## src/rtl/dri_pkg.sv

```systemverilog
`timescale 1ns / 1ps
`default_nettype none
// ----------------------------------------------------------------------------
// dri_pkg: shared types and constants for the dead reckoning integrator
// Angle constants, register indexes, saturation and arctangent helpers.
// ----------------------------------------------------------------------------
package dri_pkg;

  // register indexes on the configuration port
  localparam int unsigned CFG_ADDR_W = 2;
  localparam logic [CFG_ADDR_W-1:0] REG_TIME_STEP = 2'd0;
  localparam logic [CFG_ADDR_W-1:0] REG_START_X   = 2'd1;
  localparam logic [CFG_ADDR_W-1:0] REG_START_Y   = 2'd2;

  localparam logic [15:0]        TIME_STEP_RST = 16'd1092;
  localparam logic signed [31:0] START_RST     = 32'sd25600;

  // angles in Q.32 radians
  localparam logic signed [35:0] PI_Q32      = 36'sd13493037705;
  localparam logic signed [35:0] TWO_PI_Q32  = 36'sd26986075409;
  localparam logic signed [35:0] HALF_PI_Q32 = 36'sd6746518852;
  localparam logic [33:0]        QUARTER_PI_Q32 = 34'd3373259426;

  // modulo 2pi reduction: restoring compare/subtract from 2pi*2^12 down to 2pi
  localparam int unsigned RED_CNT_W = 4;
  localparam logic [RED_CNT_W-1:0] RED_LAST_SHIFT = 4'd12;
  localparam logic [47:0] MOD_Q32   = 48'd26986075409;
  localparam logic [47:0] MOD_START = MOD_Q32 << RED_LAST_SHIFT;

  localparam logic signed [31:0] CORDIC_GAIN_Q30 = 32'sd652032874;

  localparam logic signed [31:0] S32_MAX = 32'sh7fffffff;
  localparam logic signed [31:0] S32_MIN = 32'sh80000000;

  // clamp a 35-bit signed sum into 32 bits
  function automatic logic signed [31:0] sat32(input logic signed [34:0] v);
    logic signed [31:0] res;
    if (v > 35'(S32_MAX)) begin
      res = S32_MAX;
    end else if (v < 35'(S32_MIN)) begin
      res = S32_MIN;
    end else begin
      res = v[31:0];
    end
    return res;
  endfunction

  // arctangent of 2^-idx in Q.32: odd power series in Q.60, rounded.
  // Elaboration-time only; divisions are done as long division.
  function automatic logic [33:0] atan_q32(input int unsigned idx);
    longint     sum;
    longint     e;
    logic [63:0] num;
    logic [63:0] quo;
    logic [63:0] rmd;
    logic [63:0] dvs;
    logic [33:0] res;
    sum = 0;
    if (idx == 0) begin
      res = QUARTER_PI_Q32;
    end else begin
      for (int k = 0; k < 64; k++) begin
        e = 60 - longint'(2 * k + 1) * longint'(idx);
        if (e >= 0) begin
          num = 64'd1 << e;
          dvs = 64'(2 * k + 1);
          quo = '0;
          rmd = '0;
          for (int b = 63; b >= 0; b--) begin
            rmd = {rmd[62:0], num[b]};
            if (rmd >= dvs) begin
              rmd    = rmd - dvs;
              quo[b] = 1'b1;
            end
          end
          if ((k % 2) == 1) begin
            sum = sum - longint'(quo);
          end else begin
            sum = sum + longint'(quo);
          end
        end
      end
      res = 34'((sum + (longint'(1) << 27)) >>> 28);
    end
    return res;
  endfunction

endpackage
`default_nettype wire

```

## src/rtl/dead_reckoning_integrator_unit.sv

```systemverilog
`timescale 1ns / 1ps
`default_nettype none
// ----------------------------------------------------------------------------
// dead_reckoning_integrator_unit: odometry dead reckoning integrator
// Integrates speed and turn rate samples into x, y and heading sums using a
// sequenced CORDIC and one shared multiplier; reports sample 3, then every second.
// ----------------------------------------------------------------------------
// Channel   Dir  Handshake           Payload
// in_*      in   in_tvalid/tready    linear_speed, angular_rate
// out_*     out  out_tvalid/tready   est_x, est_y, est_heading
// cfg_*     in   cfg_wr_en           time_step, start_x, start_y
//
// Each sample steps through accept, the modulo 2pi reduction, wrap/fold,
// CORDIC_STEPS rotations, the five products through the single multiplier
// and the report. in_tready is high only in idle. A pending result sits in
// the output register; the next sample is taken meanwhile and only the
// report cycle waits if the old result is still unclaimed.
// Reset (rst_n low, synchronous) clears the sums and the sample phase and
// loads the register defaults.
// ----------------------------------------------------------------------------
module dead_reckoning_integrator_unit
  import dri_pkg::*;
#(
  parameter int unsigned CORDIC_STEPS = 16
) (
  input  wire logic                  clk,
  input  wire logic                  rst_n,
  // input stream
  input  wire logic                  in_tvalid,
  output logic                       in_tready,
  input  wire logic [47:0]           in_tdata,   // [23:0] linear_speed, [47:24] angular_rate
  // result stream
  output logic                       out_tvalid,
  input  wire logic                  out_tready,
  output logic [95:0]                out_tdata,  // [31:0] est_x, [63:32] est_y,
                                                 // [95:64] est_heading
  // configuration writes
  input  wire logic                  cfg_wr_en,
  input  wire logic [CFG_ADDR_W-1:0] cfg_addr,
  input  wire logic [31:0]           cfg_wr_data
);

  localparam int unsigned IW = (CORDIC_STEPS > 1) ? $clog2(CORDIC_STEPS) : 1;
  localparam logic [IW-1:0] ITER_LAST = IW'(CORDIC_STEPS - 1);

  typedef enum logic [3:0] {
    S_IDLE, S_RED, S_WRAP0, S_WRAP1, S_FOLD, S_ROT, S_MUL, S_RND, S_ACC, S_OUT
  } state_t;

  // which sum the multiply chain is feeding
  typedef enum logic [1:0] {AX_X, AX_Y, AX_H} axis_t;

  // arctangent lookup, constant per iteration
  logic signed [35:0] atan_lut [CORDIC_STEPS];
  for (genvar g = 0; g < CORDIC_STEPS; g++) begin : g_atan
    assign atan_lut[g] = $signed({2'b00, atan_q32(g)});
  end

  state_t              state_r, state_nxt;
  axis_t               ax_r, ax_nxt;
  logic                pass_r, pass_nxt;   // 0: trig*speed, 1: (t or rate)*time_step

  // configuration
  logic [15:0]         ts_r, ts_nxt;
  logic signed [31:0]  sx_r, sx_nxt;
  logic signed [31:0]  sy_r, sy_nxt;

  // sample
  logic signed [23:0]  speed_r, speed_nxt;
  logic signed [23:0]  rate_r, rate_nxt;

  // angle reduction
  logic [47:0]         rem_r, rem_nxt;
  logic [47:0]         div_r, div_nxt;
  logic [RED_CNT_W-1:0] red_cnt_r, red_cnt_nxt;
  logic                neg_r, neg_nxt;
  logic                flip_r, flip_nxt;
  logic signed [35:0]  ang_r, ang_nxt;

  // CORDIC
  logic signed [31:0]  cx_r, cx_nxt;
  logic signed [31:0]  cy_r, cy_nxt;
  logic [IW-1:0]       iter_r, iter_nxt;

  // multiplier chain
  logic signed [57:0]  mul_p_r, mul_p_nxt;
  logic signed [33:0]  t_r, t_nxt;

  // running sums
  logic signed [31:0]  pos_x_r, pos_x_nxt;
  logic signed [31:0]  pos_y_r, pos_y_nxt;
  logic signed [31:0]  head_r, head_nxt;
  logic [1:0]          phase_r, phase_nxt;

  // result register
  logic                out_vld_r, out_vld_nxt;
  logic signed [31:0]  out_x_r, out_x_nxt;
  logic signed [31:0]  out_y_r, out_y_nxt;
  logic signed [31:0]  out_h_r, out_h_nxt;

  // combinational helpers
  logic                in_fire;
  logic [32:0]         head_abs;
  logic signed [31:0]  xs, ys;
  logic signed [33:0]  trig;
  logic signed [33:0]  mul_a;
  logic signed [23:0]  mul_b;
  logic signed [57:0]  rnd22, rnd24, rnd16;
  logic signed [31:0]  acc_old;
  logic signed [31:0]  acc_new;
  logic [1:0]          phase_adv;
  logic                emit;
  logic                out_busy;

  assign in_tready  = (state_r == S_IDLE);
  assign in_fire    = in_tvalid && in_tready;
  assign out_tvalid = out_vld_r;
  assign out_tdata  = {out_h_r, out_y_r, out_x_r};
  assign out_busy   = out_vld_r && !out_tready;

  assign head_abs = head_r[31] ? (33'd0 - 33'(head_r)) : 33'(head_r);

  assign xs = cx_r >>> iter_r;
  assign ys = cy_r >>> iter_r;

  assign trig = (ax_r == AX_Y) ? (flip_r ? -34'(cy_r) : 34'(cy_r))
                               : (flip_r ? -34'(cx_r) : 34'(cx_r));

  // shared multiplier operands
  always_comb begin
    if (!pass_r) begin
      mul_a = trig;
      mul_b = speed_r;
    end else begin
      mul_a = (ax_r == AX_H) ? 34'(rate_r) : t_r;
      mul_b = $signed({8'd0, ts_r});
    end
  end

  // round half up, then arithmetic shift
  assign rnd22 = (mul_p_r + 58'sd2097152) >>> 22;
  assign rnd24 = (mul_p_r + 58'sd8388608) >>> 24;
  assign rnd16 = (mul_p_r + 58'sd32768) >>> 16;

  always_comb begin
    case (ax_r)
      AX_X:    acc_old = pos_x_r;
      AX_Y:    acc_old = pos_y_r;
      default: acc_old = head_r;
    endcase
  end
  assign acc_new = sat32(35'(acc_old) + 35'(t_r));

  assign phase_adv = (phase_r == 2'd3) ? 2'd2 : phase_r + 2'd1;
  assign emit      = (phase_adv == 2'd3);

  always_comb begin
    state_nxt   = state_r;
    ax_nxt      = ax_r;
    pass_nxt    = pass_r;
    ts_nxt      = ts_r;
    sx_nxt      = sx_r;
    sy_nxt      = sy_r;
    speed_nxt   = speed_r;
    rate_nxt    = rate_r;
    rem_nxt     = rem_r;
    div_nxt     = div_r;
    red_cnt_nxt = red_cnt_r;
    neg_nxt     = neg_r;
    flip_nxt    = flip_r;
    ang_nxt     = ang_r;
    cx_nxt      = cx_r;
    cy_nxt      = cy_r;
    iter_nxt    = iter_r;
    mul_p_nxt   = mul_p_r;
    t_nxt       = t_r;
    pos_x_nxt   = pos_x_r;
    pos_y_nxt   = pos_y_r;
    head_nxt    = head_r;
    phase_nxt   = phase_r;
    out_vld_nxt = out_vld_r && !out_tready;
    out_x_nxt   = out_x_r;
    out_y_nxt   = out_y_r;
    out_h_nxt   = out_h_r;

    if (cfg_wr_en) begin
      unique case (cfg_addr)
        REG_TIME_STEP: ts_nxt = cfg_wr_data[15:0];
        REG_START_X:   sx_nxt = cfg_wr_data;
        REG_START_Y:   sy_nxt = cfg_wr_data;
        default:       ;
      endcase
    end

    unique case (state_r)
      S_IDLE: begin
        if (in_fire) begin
          speed_nxt   = in_tdata[23:0];
          rate_nxt    = in_tdata[47:24];
          // |heading| scaled to Q.32
          rem_nxt     = {head_abs[31:0], 16'd0};
          neg_nxt     = head_r[31];
          div_nxt     = MOD_START;
          red_cnt_nxt = RED_LAST_SHIFT;
          state_nxt   = S_RED;
        end
      end
      S_RED: begin
        if (rem_r >= div_r) begin
          rem_nxt = rem_r - div_r;
        end
        div_nxt     = div_r >> 1;
        red_cnt_nxt = red_cnt_r - 1'b1;
        if (red_cnt_r == '0) begin
          state_nxt = S_WRAP0;
        end
      end
      S_WRAP0: begin
        // truncating modulo gives a negative remainder for negative headings
        if (neg_r && (rem_r != '0)) begin
          ang_nxt = TWO_PI_Q32 - $signed({1'b0, rem_r[34:0]});
        end else begin
          ang_nxt = $signed({1'b0, rem_r[34:0]});
        end
        state_nxt = S_WRAP1;
      end
      S_WRAP1: begin
        if (ang_r > PI_Q32) begin
          ang_nxt = ang_r - TWO_PI_Q32;
        end
        state_nxt = S_FOLD;
      end
      S_FOLD: begin
        flip_nxt = 1'b0;
        if (ang_r > HALF_PI_Q32) begin
          ang_nxt  = ang_r - PI_Q32;
          flip_nxt = 1'b1;
        end else if (ang_r < -HALF_PI_Q32) begin
          ang_nxt  = ang_r + PI_Q32;
          flip_nxt = 1'b1;
        end
        cx_nxt    = CORDIC_GAIN_Q30;
        cy_nxt    = '0;
        iter_nxt  = '0;
        state_nxt = S_ROT;
      end
      S_ROT: begin
        if (ang_r >= 0) begin
          cx_nxt  = cx_r - ys;
          cy_nxt  = cy_r + xs;
          ang_nxt = ang_r - atan_lut[iter_r];
        end else begin
          cx_nxt  = cx_r + ys;
          cy_nxt  = cy_r - xs;
          ang_nxt = ang_r + atan_lut[iter_r];
        end
        iter_nxt = iter_r + 1'b1;
        if (iter_r == ITER_LAST) begin
          ax_nxt    = AX_X;
          pass_nxt  = 1'b0;
          state_nxt = S_MUL;
        end
      end
      S_MUL: begin
        mul_p_nxt = 58'(mul_a) * 58'(mul_b);
        state_nxt = S_RND;
      end
      S_RND: begin
        if (!pass_r) begin
          t_nxt     = rnd22[33:0];
          pass_nxt  = 1'b1;
          state_nxt = S_MUL;
        end else begin
          t_nxt     = (ax_r == AX_H) ? rnd16[33:0] : rnd24[33:0];
          state_nxt = S_ACC;
        end
      end
      S_ACC: begin
        unique case (ax_r)
          AX_X: begin
            pos_x_nxt = acc_new;
            ax_nxt    = AX_Y;
            pass_nxt  = 1'b0;
            state_nxt = S_MUL;
          end
          AX_Y: begin
            pos_y_nxt = acc_new;
            ax_nxt    = AX_H;
            pass_nxt  = 1'b1;   // heading needs only rate*time_step
            state_nxt = S_MUL;
          end
          default: begin
            head_nxt  = acc_new;
            state_nxt = S_OUT;
          end
        endcase
      end
      S_OUT: begin
        if (!(emit && out_busy)) begin
          phase_nxt = phase_adv;
          if (emit) begin
            out_vld_nxt = 1'b1;
            out_x_nxt   = sat32(35'(pos_x_r) + 35'(sx_r));
            out_y_nxt   = sat32(35'(pos_y_r) + 35'(sy_r));
            out_h_nxt   = head_r;
          end
          state_nxt = S_IDLE;
        end
      end
      default: state_nxt = S_IDLE;
    endcase
  end

  always_ff @(posedge clk) begin
    if (!rst_n) begin
      state_r   <= S_IDLE;
      ax_r      <= AX_X;
      pass_r    <= 1'b0;
      ts_r      <= TIME_STEP_RST;
      sx_r      <= START_RST;
      sy_r      <= START_RST;
      pos_x_r   <= '0;
      pos_y_r   <= '0;
      head_r    <= '0;
      phase_r   <= '0;
      out_vld_r <= 1'b0;
    end else begin
      state_r   <= state_nxt;
      ax_r      <= ax_nxt;
      pass_r    <= pass_nxt;
      ts_r      <= ts_nxt;
      sx_r      <= sx_nxt;
      sy_r      <= sy_nxt;
      pos_x_r   <= pos_x_nxt;
      pos_y_r   <= pos_y_nxt;
      head_r    <= head_nxt;
      phase_r   <= phase_nxt;
      out_vld_r <= out_vld_nxt;
    end
    speed_r   <= speed_nxt;
    rate_r    <= rate_nxt;
    rem_r     <= rem_nxt;
    div_r     <= div_nxt;
    red_cnt_r <= red_cnt_nxt;
    neg_r     <= neg_nxt;
    flip_r    <= flip_nxt;
    ang_r     <= ang_nxt;
    cx_r      <= cx_nxt;
    cy_r      <= cy_nxt;
    iter_r    <= iter_nxt;
    mul_p_r   <= mul_p_nxt;
    t_r       <= t_nxt;
    out_x_r   <= out_x_nxt;
    out_y_r   <= out_y_nxt;
    out_h_r   <= out_h_nxt;
  end

  // reduction must leave a remainder below 2pi
  a_red_done: assert property (@(posedge clk) disable iff (!rst_n)
    (state_r == S_WRAP0) |-> (rem_r < MOD_Q32))
    else $error("angle reduction left remainder >= 2pi");

  // CORDIC residual angle stays within the folded half circle
  a_rot_range: assert property (@(posedge clk) disable iff (!rst_n)
    (state_r == S_ROT) |-> ((ang_r <= HALF_PI_Q32) && (ang_r >= -HALF_PI_Q32)))
    else $error("CORDIC residual angle out of range");

  // a report is made only when the phase lands on 3
  a_emit_phase: assert property (@(posedge clk) disable iff (!rst_n)
    ((state_r == S_OUT) && emit && !out_busy) |=> (phase_r == 2'd3) && out_vld_r)
    else $error("result issued at wrong sample phase");

  // one sample at a time: no new transaction right after an accept
  a_one_item: assert property (@(posedge clk) disable iff (!rst_n)
    in_fire |=> !in_tready)
    else $error("input accepted while busy");

endmodule
`default_nettype wire
```

## config.mk

```make
export PLATFORM = sky130hd
export DESIGN_NAME = dead_reckoning_integrator_unit
export DESIGN_NICKNAME = d
export VERILOG_FILES = /design/src/rtl/dri_pkg.sv /design/src/rtl/dead_reckoning_integrator_unit.sv
export SDC_FILE = /design/constraint.sdc
export NUM_CORES = 2
export LEC_CHECK = 0
export BUFFER_PORTS_ARGS = -buffer_cell sky130_fd_sc_hd__buf_2
export CAP_MARGIN = 20
export CORE_UTILIZATION = 45
export DETAILED_ROUTE_END_ITERATION = 10
export PLACE_DENSITY_LB_ADDON = 0.2
export SYNTH_ARGS = -nofsm -noshare
export SYNTH_HDL_FRONTEND = slang
export SYNTH_SLANG_ARGS = --single-unit
```

## constraint.sdc

```tcl
create_clock -name clk -period 12.01 [get_ports clk]
set_input_delay 1.8015 -clock clk [delete_from_list [all_inputs] [get_ports clk]]
set_output_delay 1.8015 -clock clk [all_outputs]
set_load 0.01 [all_outputs]
```

## Word-level counts from Yosys, hierarchy flattened

Memories as Yosys holds them, arrays and structs flattened.
Index checks and enable logic that the tools add are counted.

- Register bits: 628
- Bits in latches: 0
- RAM bits: 0
- Bits in read-only memories: 576
- Bits of input ports: 87
- Output and inout port bits: 98
- Logic and storage cells: 176
- Memories: 1

- Add/sub/neg operators: 23
- Multiply operators: 1
- Div/mod/pow operators: 0
- $lt $le $gt $ge: 12
- Eq/ne operators: 24
- Shifts and indexed selects: 2
- Muxes and demuxes: 52
- Bitwise operators: 3
- Reductions and logical operators: 31

Memories:

| name | depth | bits a word | read ports | clocked after Yosys merged registers in | wr ports | RTL line | text |
|---|---|---|---|---|---|---|---|
| (no name shown) | 16 | 36 | 1 | 0 | 0 | dead_reckoning_integrator_unit.sv:255 | `ang_nxt = ang_r + atan_lut[iter_r];` |

Operators with widths:

| cell | count |
|---|---|
| $mux 36 | 7 |
| $mux 34 | 7 |
| $mux 32 | 7 |
| $pmux 32 s2 | 3 |
| $pmux 48 s2 | 2 |
| $mux 48 | 3 |
| $pmux 36 s4 | 1 |
| $neg 32->34 | 2 |
| $add 32x32->33 | 2 |
| $gt 33x32->1 const B | 2 |
| $lt 33x32->1 const B | 2 |
| $add 32x32->32 | 2 |
| $sshr 32x4->32 | 2 |
| $sub 32x32->32 | 2 |
| $add 58x25->58 const B | 1 |
| $mul 34x24->58 | 1 |
| $add 56x23->56 const B | 1 |
| $add 50x17->50 const B | 1 |
| $ge 48x48->1 | 1 |
| $reduce_bool 48->1 | 1 |
| $sub 48x48->48 | 1 |
| $pmux 4 s10 | 1 |
| $add 36x35->36 const B | 1 |
| $add 36x36->36 | 1 |
| 46 further kinds | 94 |

## Longest topological paths before layout

- Depth in word-level cells: 7
- Mapped depth: 40
- Gate-level depth less buffers: 38

## Worst setup path after synthesis

OpenSTA, ideal clock, no wires.

- Path type: reg-to-reg
- Start point: reg cy_r[12]
- End point: reg mul_p_r[48] (data pin)
- Library setup time: 0.259 ns
- Arrival time: 9.124 ns
- Required time: 11.751 ns
- Slack: 2.627 ns
- Stages on the path, launching flop included: 34
- Buffers on the path: 1
- Clock period less this slack: 9.383 ns
- Cells stage by stage: edfxtp_1 or2_2 nor4_1 nor3b_1 nand2_1 o21ai_1 o22ai_1 a2111oi_2 nor2_1 a21oi_1 nand2_1 fa_1 fa_1 fa_1 fa_1 inv_1 fa_1 fa_1 inv_1 fa_1 inv_1 ha_1 clkbuf_1 a211oi_1 nand2_1 a211o_1 a21oi_1 o31ai_1 a41o_1 a221oi_1 o211ai_1 a21oi_1 o21ai_0 xnor2_1

- Longest elaborated chain between the ends: 5

RTL lines:

| what | RTL line | text |
|---|---|---|
| from (decl) | dead_reckoning_integrator_unit.sv:82 | `logic signed [31:0] cy_r, cy_nxt;` |
| from (signal assigned) | dead_reckoning_integrator_unit.sv:349 | `cy_r <= cy_nxt;` |
| $neg 32->34 | dead_reckoning_integrator_unit.sv:126 | `assign trig = (ax_r == AX_Y) ? (flip_r ? -34'(cy_r) : 34'(cy_r))` |
| $mux 34 (*) (2 in series) | dead_reckoning_integrator_unit.sv:126 |  |
| $mux 34 (*) | dead_reckoning_integrator_unit.sv:131 | `if (!pass_r) begin` |
| $mul 34x24->58 (*) | dead_reckoning_integrator_unit.sv:265 | `mul_p_nxt = 58'(mul_a) * 58'(mul_b);` |
| to (signal assigned) | dead_reckoning_integrator_unit.sv:351 | `mul_p_r <= mul_p_nxt;` |
| to (decl) | dead_reckoning_integrator_unit.sv:86 | `logic signed [57:0] mul_p_r, mul_p_nxt;` |

Every way passes the cells marked *; elsewhere a longest branch is shown, timed or not.
A chain may end at the register's enable or synchronous reset.

## Worst setup path after layout

- Start point: reg cx_r[1]
- End point: reg mul_p_r[48] (data pin)

- Longest elaborated chain between the ends: 5

RTL lines:

| what | RTL line | text |
|---|---|---|
| from (decl) | dead_reckoning_integrator_unit.sv:81 | `logic signed [31:0] cx_r, cx_nxt;` |
| from (signal assigned) | dead_reckoning_integrator_unit.sv:348 | `cx_r <= cx_nxt;` |
| $neg 32->34 | dead_reckoning_integrator_unit.sv:127 | `: (flip_r ? -34'(cx_r) : 34'(cx_r));` |
| $mux 34 (*) | dead_reckoning_integrator_unit.sv:127 |  |
| $mux 34 (*) | dead_reckoning_integrator_unit.sv:126 |  |
| $mux 34 (*) | dead_reckoning_integrator_unit.sv:131 |  |
| $mul 34x24->58 (*) | dead_reckoning_integrator_unit.sv:265 |  |

Marks and branches as above.

==> impl_metrics.csv <==
group,metric,value,unit
outcome,outcome,"completed",
finish,drive_above_1_share,8.42,%
min_path,hp-class,"reg -> reg",
placement,routabilityCongestion,0.995,
sta,worst_pin_slew,1130,ps
sta,timing.fmax,0.0906,GHz
worst_setup_path,r2r-start,"cx_r[1]",
floorplan,initial_core_util,45.5,%
synthesis,yosysUniqueCellTypes,111,
routing,vias_per_cell,5.92,
clock_tree,cts_tree,"built",
clock_tree,post-cts-setup-buffers,0,
routing,wl,267,mm
min_path,min-delay-start,"sy_r[15]",
sta,fin_crit,11040,ps
finish,register_area,0.0165,mm^2
synthesis,ys_seq_area_share,22.2,%
routing,firstDrtPassIters,6,
sta,skew,80.7,ps
synthesis,synth_fp_nets,9829,
worst_setup_path,crit_type,"reg -> reg",
sta,rsz0062_at_grt,"false",
clock_tree,root_buffer,"clkbuf_16",
floorplan,num_rows,148,
sta,final.setup.tns,0,ps
floorplan,core_area,0.164,mm^2
floorplan,die_x,409,um
clock_tree,clk_pin_slew_worst_paths,60,ps
worst_setup_path,startpoint_type,"register",
global_route,grtUsageTotal,31.8,%
routing,drc,0,
synthesis,synth_area,0.0744,mm^2
run,maxCapViolations,0,
clock_tree,cts.sinks,612,
clock_tree,insertion_delay,750,ps
synthesis,ys_warn_count,0,
clock_tree,cts_buffer_depth,3,
finish,multi_input_area,0.0526,mm^2
finish,fillers,15574,
worst_setup_path,arrival,11540,ps
synthesis,postSynthCellCount,8500,
min_path,min_to,"sy_r[15]",
synthesis,syn_avg_cell_area,8.76,um^2
routing,wire_per_inst,24.9,um
sta,slew_viol_final,0,
routing,antenna_left,0,
global_route,antenna_found_initial,10,
synthesis,synth_flop_cell,"edfxtp_1",
clock_tree,numCtsBuffers,78,
placement,dp_hpwl,211,mm
placement,portBuffers,184,
routing,drtIter0Drc,6745,
worst_setup_path,worstPathMaxFanout,11,
finish,final_nets,9812,
sta,timing.final.crit_share,91.9,%
finish,syn2layout_area_growth,8.31,%
synthesis,synthArstFlopShare,0,%
clock_tree,post_cts_resized,0,
synthesis,synth_edf_count,426,
synthesis,synth-seq-cells,612,
worst_setup_path,regToRegSetupSlack,970,ps
min_path,whs_path_depth,2,
finish,final_common_cell,"nand2_1",
sta,hold_viol,0,
clock_tree,hold_buffers,0,
global_route,grt_pass1_wl,400,mm
worst_setup_path,required,12510,ps
worst_setup_path,cp_slowest_cell,"fa_1",
worst_setup_path,r2r_end,"mul_p_r[48]",
sta,setup_viol,0,
finish,mostFrequentLayoutCells,"1,131 x nand2_1, 992 x inv_1, 833 x fa_1",
worst_setup_path,r2r_cells,36,
global_route,grt_overflow,0,
global_route,grt_max_degree,102,
routing,vias,63523,
global_route,grt_pass1_vias,62451,
floorplan,fp.dieH,409,um
floorplan,die_area,0.167,mm^2
finish,fin_util,49.3,%
sta,slew_headroom,22.9,%
worst_setup_path,end_kind,"register",
floorplan,io_pins,185,
clock_tree,ctsHtreeMaxLevel,3,
worst_setup_path,max_stage_delay,550,ps
## cells by family (layout without fill, tap and decap cells)
kind of cell | count (synthesis) | count (layout) | share of synthesized area, %
AO/OA/AOI/OAI | 1804 | 1804 | 15.1
flip-flops | 612 | 612 | 22.2
multiplexers | 239 | 239 | 4.38
buffers and inverters | 1455 | 1504 | 7.53
XOR/XNOR | 492 | 492 | 5.79
adder cells (fa/ha/maj) | 1257 | 1257 | 29.5
other | 0 | 5 | 0
AND/OR/NAND/NOR | 2641 | 2641 | 15.5
## cells in the mapped netlist (33+ instances only)
cell	count	area share [%]
o22ai_1	33	0.28
xor2_1	188	2.2
nand3_1	117	0.79
and3_1	55	0.46
dfxtp_1	186	5.0
a211oi_1	59	0.59
nor2_1	837	4.2
o21a_1	52	0.52
clkbuf_1	367	1.9
or3_1	44	0.37
mux2_2	43	0.65
nor2b_1	58	0.49
a21o_1	196	2.0
nor3_1	78	0.52
nand2_1	1133	5.7
a31oi_1	83	0.70
nand4_1	46	0.39
mux4_2	61	1.8
fa_1	833	22
o21ai_0	444	3.0
o31ai_1	44	0.44
edfxtp_1	426	17
xnor2_1	304	3.6
nand2b_1	73	0.61
mux2i_1	129	1.7
a21oi_1	548	3.7
o21bai_1	45	0.45
ha_1	409	6.9
buf_1	43	0.22
nor4_1	34	0.29
and2_1	53	0.45
inv_1	994	5.0
## flip-flops by register name (all words and copies together) (netlist names), 24 cells and up
| register | flops |
|---|---|
| pos_y_r | 32 |
| pos_x_r | 32 |
| div_r | 47 |
| mul_p_r | 43 |
| cx_r | 32 |
| rem_r | 48 |
| head_r | 32 |
| sy_r | 32 |
| out_y_r | 32 |
| speed_r | 24 |
| rate_r | 24 |
| out_h_r | 32 |
| cy_r | 32 |
| ang_r | 36 |
| sx_r | 32 |
| out_x_r | 32 |
| t_r | 34 |
## worst max path at each step
stage,start,end,slack (ps),cells after the start
floorplan,cy_r[12],mul_p_r[48],2630,33
global placement,cx_r[1],mul_p_r[48],1260,36
detailed placement,cx_r[1],mul_p_r[48],1160,36
CTS,cy_r[6],mul_p_r[48],1210,29
global route,cx_r[1],mul_p_r[48],400,36
finish,cx_r[1],mul_p_r[48],970,36
## stage by stage
step / cells / hold slack [ps] / cell area [um^2] / setup slack [ps]
after global placement: 10571 / 447 / 77800 / 1260
after detailed placement: 10574 / 453 / 77900 / 1160
after floorplan: 8500 / 436 / 74400 / 2630
after global routing: 10725 / 479 / 80600 / 401
after CTS: 10720 / 463 / 80600 / 1210
final: 10729 / 462 / 80600 / 973
## critical path: cells and delay by family (launching register included)
kind / cells / cell delay (ps)
xor gates and xnor gates: 1 / 160
adders and majority gates: 9 / 4220
buffers and inverters: 7 / 570
AOI/OAI and AO/OA: 12 / 2990
and+or+nand+nor: 7 / 2390
DFF: 1 / 510
## area by class of cell
class	instances	share of cell area, %
Multi-Input combinational cell	6433	65.2
Sequential cell	612	20.5
Inverter	1001	4.66
Tap cell	2175	3.37
Timing Repair Buffer	357	2.86
Clock buffer	92	2.59
Clock inverter	54	0.760
Antenna cell	5	0.0155
## routing by layer
metal | wire length, um | GRT usage [%] | up-vias
met5 | 73 | 0 | -
met2 | 117000 | 48.5 | 2912
met1 | 113000 | 44.4 | 31593
met4 | 13200 | 13.9 | 6
met3 | 24100 | 5.39 | 491
li1 | - | - | 28521
Power is not shown: default switching activity piles up to over one toggle a cycle in this logic, so the estimate is an artifact.
